`src/amgt_pkg.sv`:
```
// Shared types and constants for the adjacency matrix graph traversal core.
// No dependencies; used by the channel interfaces and the core.
`default_nettype none

package amgt_pkg;

  localparam int OpW  = 3;
  localparam int VtxW = 3;
  localparam int LenW = 16;
  localparam int CfgW = 4;

  typedef enum logic [OpW-1:0] {
    OP_SET_EDGE = 3'd0,
    OP_CLR_EDGE = 3'd1,
    OP_RD_EDGE  = 3'd2,
    OP_BFS      = 3'd3,
    OP_DFS      = 3'd4
  } op_e;

  localparam logic StatusOk        = 1'b0;
  localparam logic StatusBadVertex = 1'b1;

endpackage

`default_nettype wire

```
`src/amgt_in_if.sv`:
```
// Command channel: valid/ready handshake carrying one command item.
// Depends on amgt_pkg for field widths.
`default_nettype none

interface amgt_in_if;
  logic                             valid;
  logic                             ready;
  logic        [amgt_pkg::OpW-1:0]  opcode;
  logic        [amgt_pkg::VtxW-1:0] vertex_a;
  logic        [amgt_pkg::VtxW-1:0] vertex_b;
  logic signed [amgt_pkg::LenW-1:0] length;

  modport source (output valid, opcode, vertex_a, vertex_b, length, input ready);
  modport sink   (input valid, opcode, vertex_a, vertex_b, length, output ready);
endinterface

`default_nettype wire

```
`src/amgt_out_if.sv`:
```
// Result channel: valid/ready handshake carrying one result item.
// Depends on amgt_pkg for field widths.
`default_nettype none

interface amgt_out_if;
  logic                             valid;
  logic                             ready;
  logic        [amgt_pkg::VtxW-1:0] visited_vertex;
  logic signed [amgt_pkg::LenW-1:0] edge_value;
  logic                             status;
  logic                             last;

  modport source (output valid, visited_vertex, edge_value, status, last, input ready);
  modport sink   (input valid, visited_vertex, edge_value, status, last, output ready);
endinterface

`default_nettype wire

```
`src/amgt_ram.sv`:
```
// Generic single-port-write, single-port-read RAM with registered read data.
// No dependencies.
`default_nettype none

module amgt_ram #(
  parameter int Width = 16,
  parameter int Depth = 64
) (
  input  wire logic                     clk_i,
  input  wire logic                     we_i,
  input  wire logic [$clog2(Depth)-1:0] waddr_i,
  input  wire logic [Width-1:0]         wdata_i,
  input  wire logic                     re_i,
  input  wire logic [$clog2(Depth)-1:0] raddr_i,
  output      logic [Width-1:0]         rdata_o
);

  logic [Width-1:0] mem [Depth];
  logic [Width-1:0] rdata_q;

  always_ff @(posedge clk_i) begin
    if (we_i) begin
      mem[waddr_i] <= wdata_i;
    end
    if (re_i) begin
      rdata_q <= mem[raddr_i];
    end
  end

  assign rdata_o = rdata_q;

endmodule

`default_nettype wire

```
`src/adjacency_matrix_graph_traversal_core.sv`:
```
// Top level of the graph traversal core: edge matrix, walk sequencer, result register.
// Depends on amgt_pkg, amgt_in_if, amgt_out_if and amgt_ram.
`default_nettype none

// Holds a symmetric matrix of signed 16-bit edge lengths over MaxVertices vertices, of
// which vertex_count are in use; a positive length is an edge. One command item is taken
// at a time. Set and clear write the cell and its mirror in turn, read reads the cell, and
// each then loads the result register. A walk pops pending vertices from a queue
// (breadth-first) or stack (depth-first), skipping depth-first duplicates, and scans one
// matrix row per visited vertex at one cell per cycle through the single edge RAM read
// port; a walk can wait on the result side. After reset the core zeroes the edge matrix,
// one cell a cycle, before taking the first item; vertex_count may be written meanwhile.
module adjacency_matrix_graph_traversal_core #(
  parameter int MaxVertices = 8
) (
  input  wire logic                      clk_i,
  input  wire logic                      rst_ni,
  input  wire logic                      cfg_we_i,
  input  wire logic [amgt_pkg::CfgW-1:0] cfg_wdata_i,
  amgt_in_if.sink                        in_i,
  amgt_out_if.source                     out_o
);

  localparam int Depth = MaxVertices * MaxVertices;
  localparam int IW    = $clog2(MaxVertices);
  localparam int AW    = $clog2(Depth);
  localparam int PW    = $clog2(Depth + 1);
  localparam int VCW   = $clog2(MaxVertices + 1);
  localparam int LW    = amgt_pkg::LenW;

  typedef enum logic [8:0] {
    ST_CLEAR  = 9'b000000001,
    ST_IDLE   = 9'b000000010,
    ST_EDGE2  = 9'b000000100,
    ST_RDEDGE = 9'b000001000,
    ST_RESP   = 9'b000010000,
    ST_POP    = 9'b000100000,
    ST_POPD   = 9'b001000000,
    ST_VISIT  = 9'b010000000,
    ST_SCAN   = 9'b100000000
  } state_e;

  function automatic logic [AW-1:0] cell_addr(input logic [IW-1:0] r,
                                               input logic [IW-1:0] c);
    cell_addr = AW'(32'(r) * MaxVertices + 32'(c));
  endfunction

  state_e st_q, st_d;
  logic   flush_q, flush_d;

  logic [VCW-1:0]        vc_q, vc_d;
  amgt_pkg::op_e         op_q, op_d;
  logic [IW-1:0]         a_q, a_d, b_q, b_d;
  logic [LW-1:0]         len_q, len_d;
  logic                  err_q, err_d;
  logic [LW-1:0]         edge_q, edge_d;
  logic [IW-1:0]         cur_q, cur_d;
  logic [MaxVertices-1:0] marks_q, marks_d;
  logic [PW-1:0]         head_q, head_d, tail_q, tail_d;
  logic [IW-1:0]         scan_idx_q, scan_idx_d;
  logic [VCW-1:0]        scan_left_q, scan_left_d;
  logic                  chk_vld_q, chk_vld_d;
  logic [IW-1:0]         chk_idx_q, chk_idx_d;
  logic                  hold_vld_q, hold_vld_d;
  logic [IW-1:0]         hold_vtx_q, hold_vtx_d;
  logic [AW-1:0]         clr_q, clr_d;

  logic                      out_vld_q, out_vld_d;
  logic [amgt_pkg::VtxW-1:0] out_vtx_q, out_vtx_d;
  logic [LW-1:0]             out_edge_q, out_edge_d;
  logic                      out_status_q, out_status_d;
  logic                      out_last_q, out_last_d;

  logic          e_we, e_re, p_we, p_re;
  logic [AW-1:0] e_waddr, e_raddr, p_waddr, p_raddr;
  logic [LW-1:0] e_wdata, e_rdata;
  logic [IW-1:0] p_wdata, p_rdata;

  logic          acc, out_free, bad_a, bad_b, is_dfs, edge_pos;
  amgt_pkg::op_e in_op;

  amgt_ram #(.Width(LW), .Depth(Depth)) u_edge_ram (
    .clk_i  (clk_i),
    .we_i   (e_we),
    .waddr_i(e_waddr),
    .wdata_i(e_wdata),
    .re_i   (e_re),
    .raddr_i(e_raddr),
    .rdata_o(e_rdata)
  );

  amgt_ram #(.Width(IW), .Depth(Depth)) u_pend_ram (
    .clk_i  (clk_i),
    .we_i   (p_we),
    .waddr_i(p_waddr),
    .wdata_i(p_wdata),
    .re_i   (p_re),
    .raddr_i(p_raddr),
    .rdata_o(p_rdata)
  );

  assign in_i.ready = (st_q == ST_IDLE) && !flush_q;
  assign acc        = in_i.valid && in_i.ready;
  assign out_free   = !out_vld_q || out_o.ready;
  assign in_op      = amgt_pkg::op_e'(in_i.opcode);
  assign bad_a      = 32'(in_i.vertex_a) >= 32'(vc_q);
  assign bad_b      = 32'(in_i.vertex_b) >= 32'(vc_q);
  assign is_dfs     = (op_q == amgt_pkg::OP_DFS);
  assign edge_pos   = !e_rdata[LW-1] && (e_rdata != '0);

  always_comb begin
    st_d         = st_q;
    flush_d      = flush_q;
    vc_d         = vc_q;
    op_d         = op_q;
    a_d          = a_q;
    b_d          = b_q;
    len_d        = len_q;
    err_d        = err_q;
    edge_d       = edge_q;
    cur_d        = cur_q;
    marks_d      = marks_q;
    head_d       = head_q;
    tail_d       = tail_q;
    scan_idx_d   = scan_idx_q;
    scan_left_d  = scan_left_q;
    chk_vld_d    = chk_vld_q;
    chk_idx_d    = chk_idx_q;
    hold_vld_d   = hold_vld_q;
    hold_vtx_d   = hold_vtx_q;
    clr_d        = clr_q;
    out_vld_d    = out_vld_q && !out_o.ready;
    out_vtx_d    = out_vtx_q;
    out_edge_d   = out_edge_q;
    out_status_d = out_status_q;
    out_last_d   = out_last_q;
    e_we         = 1'b0;
    e_waddr      = '0;
    e_wdata      = '0;
    e_re         = 1'b0;
    e_raddr      = '0;
    p_we         = 1'b0;
    p_waddr      = '0;
    p_wdata      = '0;
    p_re         = 1'b0;
    p_raddr      = '0;

    if (cfg_we_i) begin
      if (32'(cfg_wdata_i) > MaxVertices) begin
        vc_d = VCW'(MaxVertices);
      end else begin
        vc_d = VCW'(cfg_wdata_i);
      end
    end

    case (st_q)
      ST_CLEAR: begin
        e_we    = 1'b1;
        e_waddr = clr_q;
        clr_d   = clr_q + AW'(1);
        if (clr_q == AW'(Depth - 1)) begin
          st_d = ST_IDLE;
        end
      end
      ST_IDLE: begin
        if (flush_q) begin
          // final walk result, held until the output register is free
          if (out_free) begin
            out_vld_d    = 1'b1;
            out_vtx_d    = amgt_pkg::VtxW'(hold_vtx_q);
            out_edge_d   = '0;
            out_status_d = amgt_pkg::StatusOk;
            out_last_d   = 1'b1;
            flush_d      = 1'b0;
          end
        end else if (acc) begin
          op_d   = in_op;
          a_d    = IW'(in_i.vertex_a);
          b_d    = IW'(in_i.vertex_b);
          edge_d = '0;
          case (in_op)
            amgt_pkg::OP_SET_EDGE, amgt_pkg::OP_CLR_EDGE: begin
              err_d = bad_a || bad_b;
              len_d = (in_op == amgt_pkg::OP_SET_EDGE) ? in_i.length : '0;
              if (bad_a || bad_b) begin
                st_d = ST_RESP;
              end else begin
                e_we    = 1'b1;
                e_waddr = cell_addr(IW'(in_i.vertex_a), IW'(in_i.vertex_b));
                e_wdata = len_d;
                st_d    = ST_EDGE2;
              end
            end
            amgt_pkg::OP_RD_EDGE: begin
              err_d = bad_a || bad_b;
              if (bad_a || bad_b) begin
                st_d = ST_RESP;
              end else begin
                e_re    = 1'b1;
                e_raddr = cell_addr(IW'(in_i.vertex_a), IW'(in_i.vertex_b));
                st_d    = ST_RDEDGE;
              end
            end
            amgt_pkg::OP_BFS, amgt_pkg::OP_DFS: begin
              err_d = bad_a;
              if (bad_a) begin
                st_d = ST_RESP;
              end else begin
                p_we       = 1'b1;
                p_waddr    = '0;
                p_wdata    = IW'(in_i.vertex_a);
                head_d     = '0;
                tail_d     = PW'(1);
                hold_vld_d = 1'b0;
                marks_d    = '0;
                if (in_op == amgt_pkg::OP_BFS) begin
                  marks_d[IW'(in_i.vertex_a)] = 1'b1;
                end
                st_d = ST_POP;
              end
            end
            default: begin
              st_d = ST_IDLE;
            end
          endcase
        end
      end
      ST_EDGE2: begin
        e_we    = 1'b1;
        e_waddr = cell_addr(b_q, a_q);
        e_wdata = len_q;
        st_d    = ST_RESP;
      end
      ST_RDEDGE: begin
        edge_d = e_rdata;
        st_d   = ST_RESP;
      end
      ST_RESP: begin
        if (out_free) begin
          out_vld_d    = 1'b1;
          out_vtx_d    = '0;
          out_edge_d   = edge_q;
          out_status_d = err_q ? amgt_pkg::StatusBadVertex : amgt_pkg::StatusOk;
          out_last_d   = 1'b1;
          st_d         = ST_IDLE;
        end
      end
      ST_POP: begin
        if (head_q == tail_q) begin
          flush_d = 1'b1;
          st_d    = ST_IDLE;
        end else begin
          p_re = 1'b1;
          if (is_dfs) begin
            p_raddr = AW'(tail_q - PW'(1));
            tail_d  = tail_q - PW'(1);
          end else begin
            p_raddr = AW'(head_q);
            head_d  = head_q + PW'(1);
          end
          st_d = ST_POPD;
        end
      end
      ST_POPD: begin
        cur_d = p_rdata;
        st_d  = ST_VISIT;
      end
      ST_VISIT: begin
        if (is_dfs && marks_q[cur_q]) begin
          st_d = ST_POP;
        end else if (!hold_vld_q || out_free) begin
          if (hold_vld_q) begin
            out_vld_d    = 1'b1;
            out_vtx_d    = amgt_pkg::VtxW'(hold_vtx_q);
            out_edge_d   = '0;
            out_status_d = amgt_pkg::StatusOk;
            out_last_d   = 1'b0;
          end
          hold_vld_d = 1'b1;
          hold_vtx_d = cur_q;
          if (is_dfs) begin
            marks_d[cur_q] = 1'b1;
          end
          scan_left_d = vc_q;
          scan_idx_d  = is_dfs ? IW'(vc_q - VCW'(1)) : '0;
          chk_vld_d   = 1'b0;
          st_d        = ST_SCAN;
        end
      end
      ST_SCAN: begin
        if (chk_vld_q && edge_pos && !marks_q[chk_idx_q] && (tail_q < PW'(Depth))) begin
          p_we    = 1'b1;
          p_waddr = AW'(tail_q);
          p_wdata = chk_idx_q;
          tail_d  = tail_q + PW'(1);
          if (!is_dfs) begin
            marks_d[chk_idx_q] = 1'b1;
          end
        end
        if (scan_left_q != '0) begin
          e_re        = 1'b1;
          e_raddr     = cell_addr(cur_q, scan_idx_q);
          chk_vld_d   = 1'b1;
          chk_idx_d   = scan_idx_q;
          scan_idx_d  = is_dfs ? scan_idx_q - IW'(1) : scan_idx_q + IW'(1);
          scan_left_d = scan_left_q - VCW'(1);
        end else begin
          chk_vld_d = 1'b0;
          st_d      = ST_POP;
        end
      end
      default: begin
        st_d = ST_IDLE;
      end
    endcase
  end

  always_ff @(posedge clk_i or negedge rst_ni) begin
    if (!rst_ni) begin
      st_q       <= ST_CLEAR;
      flush_q    <= 1'b0;
      vc_q       <= '0;
      clr_q      <= '0;
      out_vld_q  <= 1'b0;
      hold_vld_q <= 1'b0;
      chk_vld_q  <= 1'b0;
      head_q     <= '0;
      tail_q     <= '0;
      marks_q    <= '0;
    end else begin
      st_q       <= st_d;
      flush_q    <= flush_d;
      vc_q       <= vc_d;
      clr_q      <= clr_d;
      out_vld_q  <= out_vld_d;
      hold_vld_q <= hold_vld_d;
      chk_vld_q  <= chk_vld_d;
      head_q     <= head_d;
      tail_q     <= tail_d;
      marks_q    <= marks_d;
    end
  end

  always_ff @(posedge clk_i) begin
    op_q         <= op_d;
    a_q          <= a_d;
    b_q          <= b_d;
    len_q        <= len_d;
    err_q        <= err_d;
    edge_q       <= edge_d;
    cur_q        <= cur_d;
    scan_idx_q   <= scan_idx_d;
    scan_left_q  <= scan_left_d;
    chk_idx_q    <= chk_idx_d;
    hold_vtx_q   <= hold_vtx_d;
    out_vtx_q    <= out_vtx_d;
    out_edge_q   <= out_edge_d;
    out_status_q <= out_status_d;
    out_last_q   <= out_last_d;
  end

  assign out_o.valid          = out_vld_q;
  assign out_o.visited_vertex = out_vtx_q;
  assign out_o.edge_value     = out_edge_q;
  assign out_o.status         = out_status_q;
  assign out_o.last           = out_last_q;

  a_flush_has_vertex : assert property (@(posedge clk_i) disable iff (!rst_ni)
    flush_q |-> hold_vld_q)
    else $error("walk finishing without a visited vertex");

  a_queue_order : assert property (@(posedge clk_i) disable iff (!rst_ni)
    head_q <= tail_q)
    else $error("pending read pointer passed write pointer");

  a_walk_bad_start : assert property (@(posedge clk_i) disable iff (!rst_ni)
    (acc && (in_op == amgt_pkg::OP_BFS || in_op == amgt_pkg::OP_DFS) && bad_a)
      |=> (st_q == ST_RESP))
    else $error("walk from unused vertex not reported as error");

  a_scan_in_walk : assert property (@(posedge clk_i) disable iff (!rst_ni)
    (st_q == ST_SCAN) |-> (hold_vld_q && (op_q == amgt_pkg::OP_BFS || is_dfs)))
    else $error("row scan outside a walk");

endmodule

`default_nettype wire

```
`src/flat_wrapper.sv`:
```
// flat-port wrapper written by rule: the top's interface ports become plain ports
module adjacency_matrix_graph_traversal_core_flat 
#(
  parameter int MaxVertices = 8
)
  (clk_i, rst_ni, cfg_we_i, cfg_wdata_i, in_i_valid, in_i_opcode, in_i_vertex_a, in_i_vertex_b, in_i_length, in_i_ready, out_o_valid, out_o_visited_vertex, out_o_edge_value, out_o_status, out_o_last, out_o_ready);
  amgt_in_if in_i_i ();
  amgt_out_if out_o_i ();
  input  wire logic clk_i;
  input  wire logic rst_ni;
  input  wire logic cfg_we_i;
  input  wire logic [amgt_pkg::CfgW-1:0] cfg_wdata_i;
  input wire logic [$bits(in_i_i.valid)-1:0] in_i_valid;
  input wire logic [$bits(in_i_i.opcode)-1:0] in_i_opcode;
  input wire logic [$bits(in_i_i.vertex_a)-1:0] in_i_vertex_a;
  input wire logic [$bits(in_i_i.vertex_b)-1:0] in_i_vertex_b;
  input wire logic [$bits(in_i_i.length)-1:0] in_i_length;
  output wire logic [$bits(in_i_i.ready)-1:0] in_i_ready;
  output wire logic [$bits(out_o_i.valid)-1:0] out_o_valid;
  output wire logic [$bits(out_o_i.visited_vertex)-1:0] out_o_visited_vertex;
  output wire logic [$bits(out_o_i.edge_value)-1:0] out_o_edge_value;
  output wire logic [$bits(out_o_i.status)-1:0] out_o_status;
  output wire logic [$bits(out_o_i.last)-1:0] out_o_last;
  input wire logic [$bits(out_o_i.ready)-1:0] out_o_ready;
  assign in_i_i.valid = in_i_valid;
  assign in_i_i.opcode = in_i_opcode;
  assign in_i_i.vertex_a = in_i_vertex_a;
  assign in_i_i.vertex_b = in_i_vertex_b;
  assign in_i_i.length = in_i_length;
  assign in_i_ready = in_i_i.ready;
  assign out_o_valid = out_o_i.valid;
  assign out_o_visited_vertex = out_o_i.visited_vertex;
  assign out_o_edge_value = out_o_i.edge_value;
  assign out_o_status = out_o_i.status;
  assign out_o_last = out_o_i.last;
  assign out_o_i.ready = out_o_ready;
  adjacency_matrix_graph_traversal_core #(.MaxVertices(MaxVertices)) u_core (.clk_i(clk_i), .rst_ni(rst_ni), .cfg_we_i(cfg_we_i), .cfg_wdata_i(cfg_wdata_i), .in_i(in_i_i), .out_o(out_o_i));
endmodule
```
`config.mk`:
```
export PLATFORM = sky130hd
export DESIGN_NAME = adjacency_matrix_graph_traversal_core_flat
export DESIGN_NICKNAME = d
export VERILOG_FILES = /design/src/amgt_pkg.sv /design/src/amgt_in_if.sv /design/src/amgt_out_if.sv /design/src/amgt_ram.sv /design/src/adjacency_matrix_graph_traversal_core.sv /design/src/flat_wrapper.sv
export SDC_FILE = /design/constraint.sdc
export NUM_CORES = 2
export LEC_CHECK = 0
export BUFFER_PORTS_ARGS = -buffer_cell sky130_fd_sc_hd__buf_2
export CORE_AREA = 4 4 356 358
export DETAILED_ROUTE_END_ITERATION = 6
export DIE_AREA = 0 0 360 362
export PLACE_DENSITY_LB_ADDON = 0.2
export SLEW_MARGIN = 30
export SYNTH_ARGS = -nofsm -noshare
export SYNTH_HDL_FRONTEND = slang
export SYNTH_SLANG_ARGS = --single-unit
```
`constraint.sdc`:
```
create_clock -name clk_i -period 5.8 [get_ports clk_i]
set_clock_uncertainty 0.1 [all_clocks]
set_input_delay 0.87 -clock clk_i [delete_from_list [all_inputs] [get_ports clk_i]]
set_output_delay 0.87 -clock clk_i [all_outputs]
set_load 0.05 [all_outputs]
```
# After elaboration in Yosys (flattened, before gate mapping)
# Memory sizes are Yosys's and may differ from the RTL's. A register that Yosys moved wholly into a read port is not among the register bits.
# Index checks and enable logic that the tools add are counted.
# totals
ff_bits	124
latch_bits	0
ramBits	1216
romBits	0
input_bits	34
output_inout_bits	23
word_cells	299
mem_count	2
# mem_list
name	depth	word_bits	read_ports	rd_clocked_by_memory_dff	wr	line	text
u_core.u_edge_ram.mem	64	16	1	1	1	amgt_ram.sv:18	logic [Width-1:0] mem [Depth];
u_core.u_pend_ram.mem	64	3	1	1	1	amgt_ram.sv:18	
# classes
add_sub_neg	11
n_mul	0
n_div	0
order_cmp	10
eq_ne	37
shift	0
n_mux	158
bitwise	4
n_reduce_logical	52
# ops
operator	count
$mux 16	13
$mux 7	14
$mux 6	14
$mux 8	10
$pmux 9 s8	1
$pmux 16 s2	2
$mux 9	7
$mux 1	49
$mux 3	16
$pmux 16 s3	1
$pmux 9 s3	1
$ne 2x1->1 const B	12
$pmux 8 s3	1
$pmux 7 s3	1
$reduce_and 7->1	3
$add 6x3->6	3
$pmux 6 s3	1
$mux 4	4
$ne 2x2->1 const B	8
$or 8x8->8	2
$reduce_bool 16->1	1
$add 7x1->7 const B	2
$pmux 1 s2	7
$pmux 7 s2	1
50 further kinds	98

# Depth between registers and ports, before layout
# depth
depth_word	10
ltp_mapped	19
mapped_depth_nobuf	12

# Modules after synthesis
# From an unflattened synthesis, not the netlist that was laid out.
# unflattened
cells_unflattened	2885
hier_area_um2	54816.3
# modules_own_cells
mod	instances	cells_per_inst	area_per_inst_um2	seq_area_each_um2
amgt_ram at u_core.u_edge_ram	1	1820	40138.5	31230.0
amgt_ram at u_core.u_pend_ram	1	432	7945.1	5855.6
adjacency_matrix_graph_traversal_core	1	633	6732.7	3499.6

# Least setup slack after synthesis
# No wires, ideal clock.
# synth_timing
kind	input to register
startpoint	input port in_i_vertex_a[0]
endpoint	memory u_core.u_pend_ram.mem[0][0] (netlist name), data pin
setup_ns	0.702
arrival_time_ns	5.031
required_ns	4.998
path_slack_ns	-0.033
path_stages	10
n_path_buf	2
path_cell_list	clkbuf_1 inv_1 ha_1 nand2b_1 a31oi_1 nor2_1 nor2_1 nand2_1 clkbuf_1 o21ai_0
# synth_between
elab_chain_len	6
# synth_lines
item	line	text
from (decl)	flat_wrapper.sv:15	input wire logic [$bits(in_i_i.vertex_a)-1:0] in_i_vertex_a;
$ge 3x4->1	adjacency_matrix_graph_traversal_core.sv:106	assign bad_a = 32'(in_i.vertex_a) >= 32'(vc_q);
$mux 3 *	adjacency_matrix_graph_traversal_core.sv:206	if (bad_a) begin
$mux 3 *	adjacency_matrix_graph_traversal_core.sv:181	case (in_op)
$mux 3 *	adjacency_matrix_graph_traversal_core.sv:176	end else if (acc) begin
$mux 3 *	adjacency_matrix_graph_traversal_core.sv:166	if (flush_q) begin
$pmux 3 s2 *	adjacency_matrix_graph_traversal_core.sv:156	case (st_q)
named net u_core.p_wdata[0]	adjacency_matrix_graph_traversal_core.sv:77	logic [IW-1:0] p_wdata, p_rdata;
to (decl)	amgt_ram.sv:18	
# The timed path passes the listed nets; every way through them passes the cells marked *.

# Worst setup path after layout
# layout_timing
startpoint	register u_core.st_q[5]
endpoint	register u_core.u_edge_ram.rdata_q[11] (netlist: u_core.u_edge_ram.rdata_o[11]) (read register of u_core.u_edge_ram.mem), data pin
# layout_between
elab_chain_len	6
elab_cells_between_ends	10
classes_between	eq/ne: 2; mux: 6; reduce/logical: 2
# layout_lines
item	line	text
from (decl)	adjacency_matrix_graph_traversal_core.sv:48	state_e st_q, st_d;
from (signal assigned)	adjacency_matrix_graph_traversal_core.sv:331	st_q <= st_d;
$eq 9x2->1	adjacency_matrix_graph_traversal_core.sv:102, adjacency_matrix_graph_traversal_core.sv:156	
$logic_and 1x1->1	adjacency_matrix_graph_traversal_core.sv:102	assign in_i.ready = (st_q == ST_IDLE) && !flush_q;
$logic_and 1x1->1	adjacency_matrix_graph_traversal_core.sv:103	assign acc = in_i.valid && in_i.ready;
$mux 6 / $mux 1 (equally long branches)	adjacency_matrix_graph_traversal_core.sv:176	
$mux 6 / $mux 1 (equally long branches)	adjacency_matrix_graph_traversal_core.sv:166	
$pmux 6 s2 / $pmux 1 s2 (equally long branches)	adjacency_matrix_graph_traversal_core.sv:156	
to (decl)	amgt_ram.sv:19	logic [Width-1:0] rdata_q;
# Several ways; a longest one is shown, not always the timed one.
# A chain may end at the register's enable or synchronous reset.

==> flow_metrics.py <==
metrics = {
    "outcome": {
        "status": "finished clean",
    },
    "sta": {
        "final_critical_path_setup_slack_ns": 0.1937,
        "final_hold_viol_count": 0,
        "max_freq_ghz": 0.1784,
        "final_max_slew_viol_count": 0,
        "rsz0062_at_grt": "no",
        "tightest_slew_ns": 1.060,
        "hold_slack_ns": 0.2606,
        "layout_worst_path_cycle_share_pct": 96.66,
        "setup-violations-final": 0,
        "slew_headroom_pct": 27.52,
        "finalCriticalPeriod_ns": 5.606,
        "aggregate_negative_setup_slack_ns": 0,
    },
    "placed_design": {
        "placement.io_buffers": 56,
        "place_ws_ns": 0.2981,
        "gp_routability_congestion": 0.8854,
        "dp_hpwl_mm": 99.36,
    },
    "worst_setup_path": {
        "regToRegStartpoint": "u_core.st_q[5]",
        "startpoint": "u_core.st_q[5]",
        "worst_reg2reg_path_length_in_cells": 12,
        "worst_r2r_endpoint": "u_core.u_edge_ram.rdata_o[11]",
        "endpoint_kind": "flop",
        "worstSetupPathType": "flop to flop",
        "crit_path_start_kind": "flop",
        "endpoint": "u_core.u_edge_ram.rdata_o[11]",
        "crit_fanout": 17,
        "r2r_setup_slack_ns": 0.19,
        "cp.arrival_ns": 5.99,
        "crit_required_ns": 6.18,
    },
    "yosys": {
        "asyncSetResetFlopFracSynth_pct": 3.311,
        "yosys_most_used_dff": "sky130_fd_sc_hd__edfxtp_1",
        "syn_warnings": 0,
        "synth_enable_flop_cells": 1314,
        "synth-seq-cells": 1359,
        "synth.lib_cells_used.distinct": 82,
        "synth_largest_area_cell": "sky130_fd_sc_hd__edfxtp_1",
        "netlist.area_leader.share_pct": 71.45,
        "syn-mean-instance-area_sq_um": 13.54,
        "yosysSeqAreaShare_pct": 73.49,
        "synth.cell_area_sq_um": 55220,
        "netlist_instances": 4077,
        "synth_area_leaders": "sky130_fd_sc_hd__edfxtp_1, sky130_fd_sc_hd__nand2_1, sky130_fd_sc_hd__nand3_1",
        "synth_fp_nets": 4124,
    },
    "drt": {
        "routed_wirelength_mm": 160.0,
        "highest_layer": "met5",
        "drcViolationCount": 0,
        "met1_routed_wirelength_after_detailed_routing_mm": 68.72,
        "ant_nets": 0,
        "dr.pass1.iters": 5,
        "met2RoutedLength_mm": 72.73,
        "detailroute.via_count": 35510,
        "avgRoutedWirePerCell_um": 26.60,
        "avgViaCountPerCell": 5.904,
        "drt-initial-drc-count": 4451,
        "detailroute.wirelength.met3_mm": 14.58,
    },
    "pwr": {
        "post-layout-total-power_mw": 21.98,
        "power_density_nw_per_um2": 347.4,
        "p_leak_nw": 20.90,
        "ir_worst_vdd_v": 0.0003628,
    },
    "clock_tree": {
        "worst_skew_pair.late_latency_ns": 0.76,
        "clock_sink_count": 1359,
        "cts_repair_resize_count": 0,
        "clk_path_buf_depth": 3,
        "cts.reportedPaths.clkPinSlew_ns": 0.06,
        "cts_setup_buffers": 0,
        "cts_inserted_buffers": 143,
        "root_buffer_cell": "sky130_fd_sc_hd__clkbuf_16",
        "cts_tree": "built",
        "holdBufCountCts": 1,
        "ctsHtreeMaxLevel": 4,
    },
    "final_layout": {
        "drive_gt1_share_pct": 12.77,
        "finish.net_count": 4310,
        "syn2layout_area_growth_pct": 14.57,
        "fill_cells": 10400,
    },
    "floorplan": {
        "ios": 57,
        "die_height_um": 362,
        "fp.coreArea_sq_um": 123300,
        "rows": 129,
        "die_area_sq_um": 130300,
        "die_w_um": 360,
        "initial_utilization_pct": 44.78,
    },
    "grt": {
        "grt_pass1_wl_mm": 233.9,
        "grt_start_max_net_pins": 133,
        "grt_antenna_before_repair": 2,
        "track_usage_pct": 24.11,
        "vias_in_the_first_global_route": 33750,
        "congestion_overflow_gr": 0,
    },
    "worst_hold_path": {
        "holdCritPathClass": "input pin to flop",
    },
    "run": {
        "drv.max_cap_violation_count": 0,
    },
}
-- how the worst min path moves through the flow --
stage | to | start | slack (ns) | depth (start not counted)
2_1_floorplan | u_core.cur_q[0] | u_core.u_pend_ram.rdata_o[0] | 0.30 | 0
3_3_place_gp | u_core.cur_q[2] | u_core.u_pend_ram.rdata_o[2] | 0.37 | 0
3_5_place_dp | u_core.cur_q[0] | u_core.u_pend_ram.rdata_o[0] | 0.35 | 0
4_1_cts | u_core.vc_q[1] | cfg_wdata_i[1] | 0.21 | 3
5_1_grt | u_core.vc_q[1] | cfg_wdata_i[1] | 0.26 | 3
6_report | u_core.vc_q[1] | cfg_wdata_i[1] | 0.26 | 3
-- state kept, by name, indices dropped and copies added, names as in the netlist, 8 cells and up --
signal and flops:
u_core.out_o.edge_value 16, u_core.u_edge_ram.rdata_o 16, u_core.edge_q 16, u_core.u_edge_ram.mem 1024
u_core.u_pend_ram.mem 192, u_core.marks_q 8, u_core.st_q 9, u_core.len_q 16
-- cell type report --
| class | instances | area (sq um) | area share (%) |
|---|---|---|---|
| Antenna cell | 1 | 2.502 | 0.003955 |
| Clock buffer | 183 | 3856 | 6.095 |
| Clock inverter | 75 | 701.9 | 1.109 |
| Inverter | 24 | 90.09 | 0.1424 |
| Multi-Input combinational cell | 2461 | 13840 | 21.87 |
| Sequential cell | 1359 | 40590 | 64.15 |
| Tap cell | 1637 | 2048 | 3.237 |
| Timing Repair Buffer | 274 | 2145 | 3.390 |
-- power breakdown --
group | internal, mW | switching (mW) | total, mW | leakage (nW)
Sequential | 11.0 | 0.117 | 11.1 | 10.9
Clock | 5.20 | 3.77 | 8.97 | 2.23
Combinational | 0.533 | 1.38 | 1.91 | 7.79
Total | 16.7 | 5.26 | 22.0 | 20.9
-- synth_stat cells, types with 7 or more instances --
master,instances
sky130_fd_sc_hd__o211ai_1,14
sky130_fd_sc_hd__or3_1,26
sky130_fd_sc_hd__a221o_1,7
sky130_fd_sc_hd__a31oi_1,84
sky130_fd_sc_hd__o21ai_0,86
sky130_fd_sc_hd__inv_1,21
sky130_fd_sc_hd__xor2_1,7
sky130_fd_sc_hd__dfrtp_1,44
sky130_fd_sc_hd__xnor2_1,19
sky130_fd_sc_hd__a211oi_1,10
sky130_fd_sc_hd__nor3_1,45
sky130_fd_sc_hd__nand3b_1,12
sky130_fd_sc_hd__nand2_1,911
sky130_fd_sc_hd__nor4_1,24
sky130_fd_sc_hd__mux4_2,31
sky130_fd_sc_hd__a221oi_1,15
sky130_fd_sc_hd__buf_2,44
sky130_fd_sc_hd__nand4_1,18
sky130_fd_sc_hd__buf_1,29
sky130_fd_sc_hd__ha_1,12
sky130_fd_sc_hd__nand3_1,258
sky130_fd_sc_hd__o22ai_1,40
sky130_fd_sc_hd__or4_1,10
sky130_fd_sc_hd__and3_1,80
sky130_fd_sc_hd__clkbuf_1,157
sky130_fd_sc_hd__o22a_1,15
sky130_fd_sc_hd__o21ai_1,17
sky130_fd_sc_hd__and2_1,53
sky130_fd_sc_hd__nor3b_1,13
sky130_fd_sc_hd__a22o_1,32
sky130_fd_sc_hd__nor2_1,214
sky130_fd_sc_hd__a21o_1,9
sky130_fd_sc_hd__o221ai_1,11
sky130_fd_sc_hd__mux2i_1,119
sky130_fd_sc_hd__a21oi_1,144
sky130_fd_sc_hd__o21a_1,7
sky130_fd_sc_hd__o2111ai_1,12
sky130_fd_sc_hd__nor2b_1,10
sky130_fd_sc_hd__edfxtp_1,1314
sky130_fd_sc_hd__a22oi_1,12
-- worst max-delay path: stages (launching register included) --
cell,delay (ns)
sky130_fd_sc_hd__dfrtp_1,0.43
sky130_fd_sc_hd__or4_4,0.58
sky130_fd_sc_hd__or4_1,0.51
sky130_fd_sc_hd__buf_4,0.18
sky130_fd_sc_hd__or2_1,0.46
sky130_fd_sc_hd__nor3_2,0.50
sky130_fd_sc_hd__a22o_2,0.55
sky130_fd_sc_hd__buf_4,0.40
sky130_fd_sc_hd__buf_4,0.22
sky130_fd_sc_hd__o221ai_1,0.14
sky130_fd_sc_hd__a2111oi_0,0.86
sky130_fd_sc_hd__nand3b_1,0.27
sky130_fd_sc_hd__o21ai_1,0.10
-- cells in the final DEF (no fill, tap or decap), drive strengths merged, types with 15 or more instances in the layout --
cell type	synthesis	final
dfrtp	44	44
clkbuf	158	183
a22o	32	32
inv	23	30
nand3	258	258
nor3	46	46
a31oi	84	84
nor4	25	25
mux4	31	31
a21oi	144	144
o22a	15	15
and2	54	54
a221oi	15	15
nor2	214	214
clkinv	1	58
and3	80	80
buf	75	273
xnor2	19	19
o22ai	40	40
nand2	912	912
mux2i	119	119
nand4	18	18
o21ai	103	103
edfxtp	1314	1314
or3	26	26
-- metal layers --
layer / up-vias / track usage (%)
li1: 15660 / -
met1: 17870 / 35.28
met2: 1728 / 37.08
met3: 250 / 4.688
met4: 2 / 6.798
met5: - / 0
-- kinds of logic (layout without fill, tap and decap cells) --
family / count (synthesis) / after routing / share of synthesized area [%]
simple gates: 1699 / 1699 / 13.63
xor+xnor: 26 / 26 / 0.4124
compound gates: 570 / 570 / 6.800
other cells: 0 / 1 / 0
fa+ha+maj: 13 / 13 / 0.3081
mux: 153 / 153 / 3.482
buf+inv: 257 / 556 / 1.876
flops: 1359 / 1359 / 73.49
-- per-stage QoR --
step	instance area (sq um)	util [%]	instances
CTS	63240	51.29	6013
detailed placement	58680	47.58	5754
finish	63270	51.31	6014
global route	63270	51.30	6013
floorplan	55220	-	4077
global placement	58640	47.56	5753
Power figures use the tool's default switching activity.
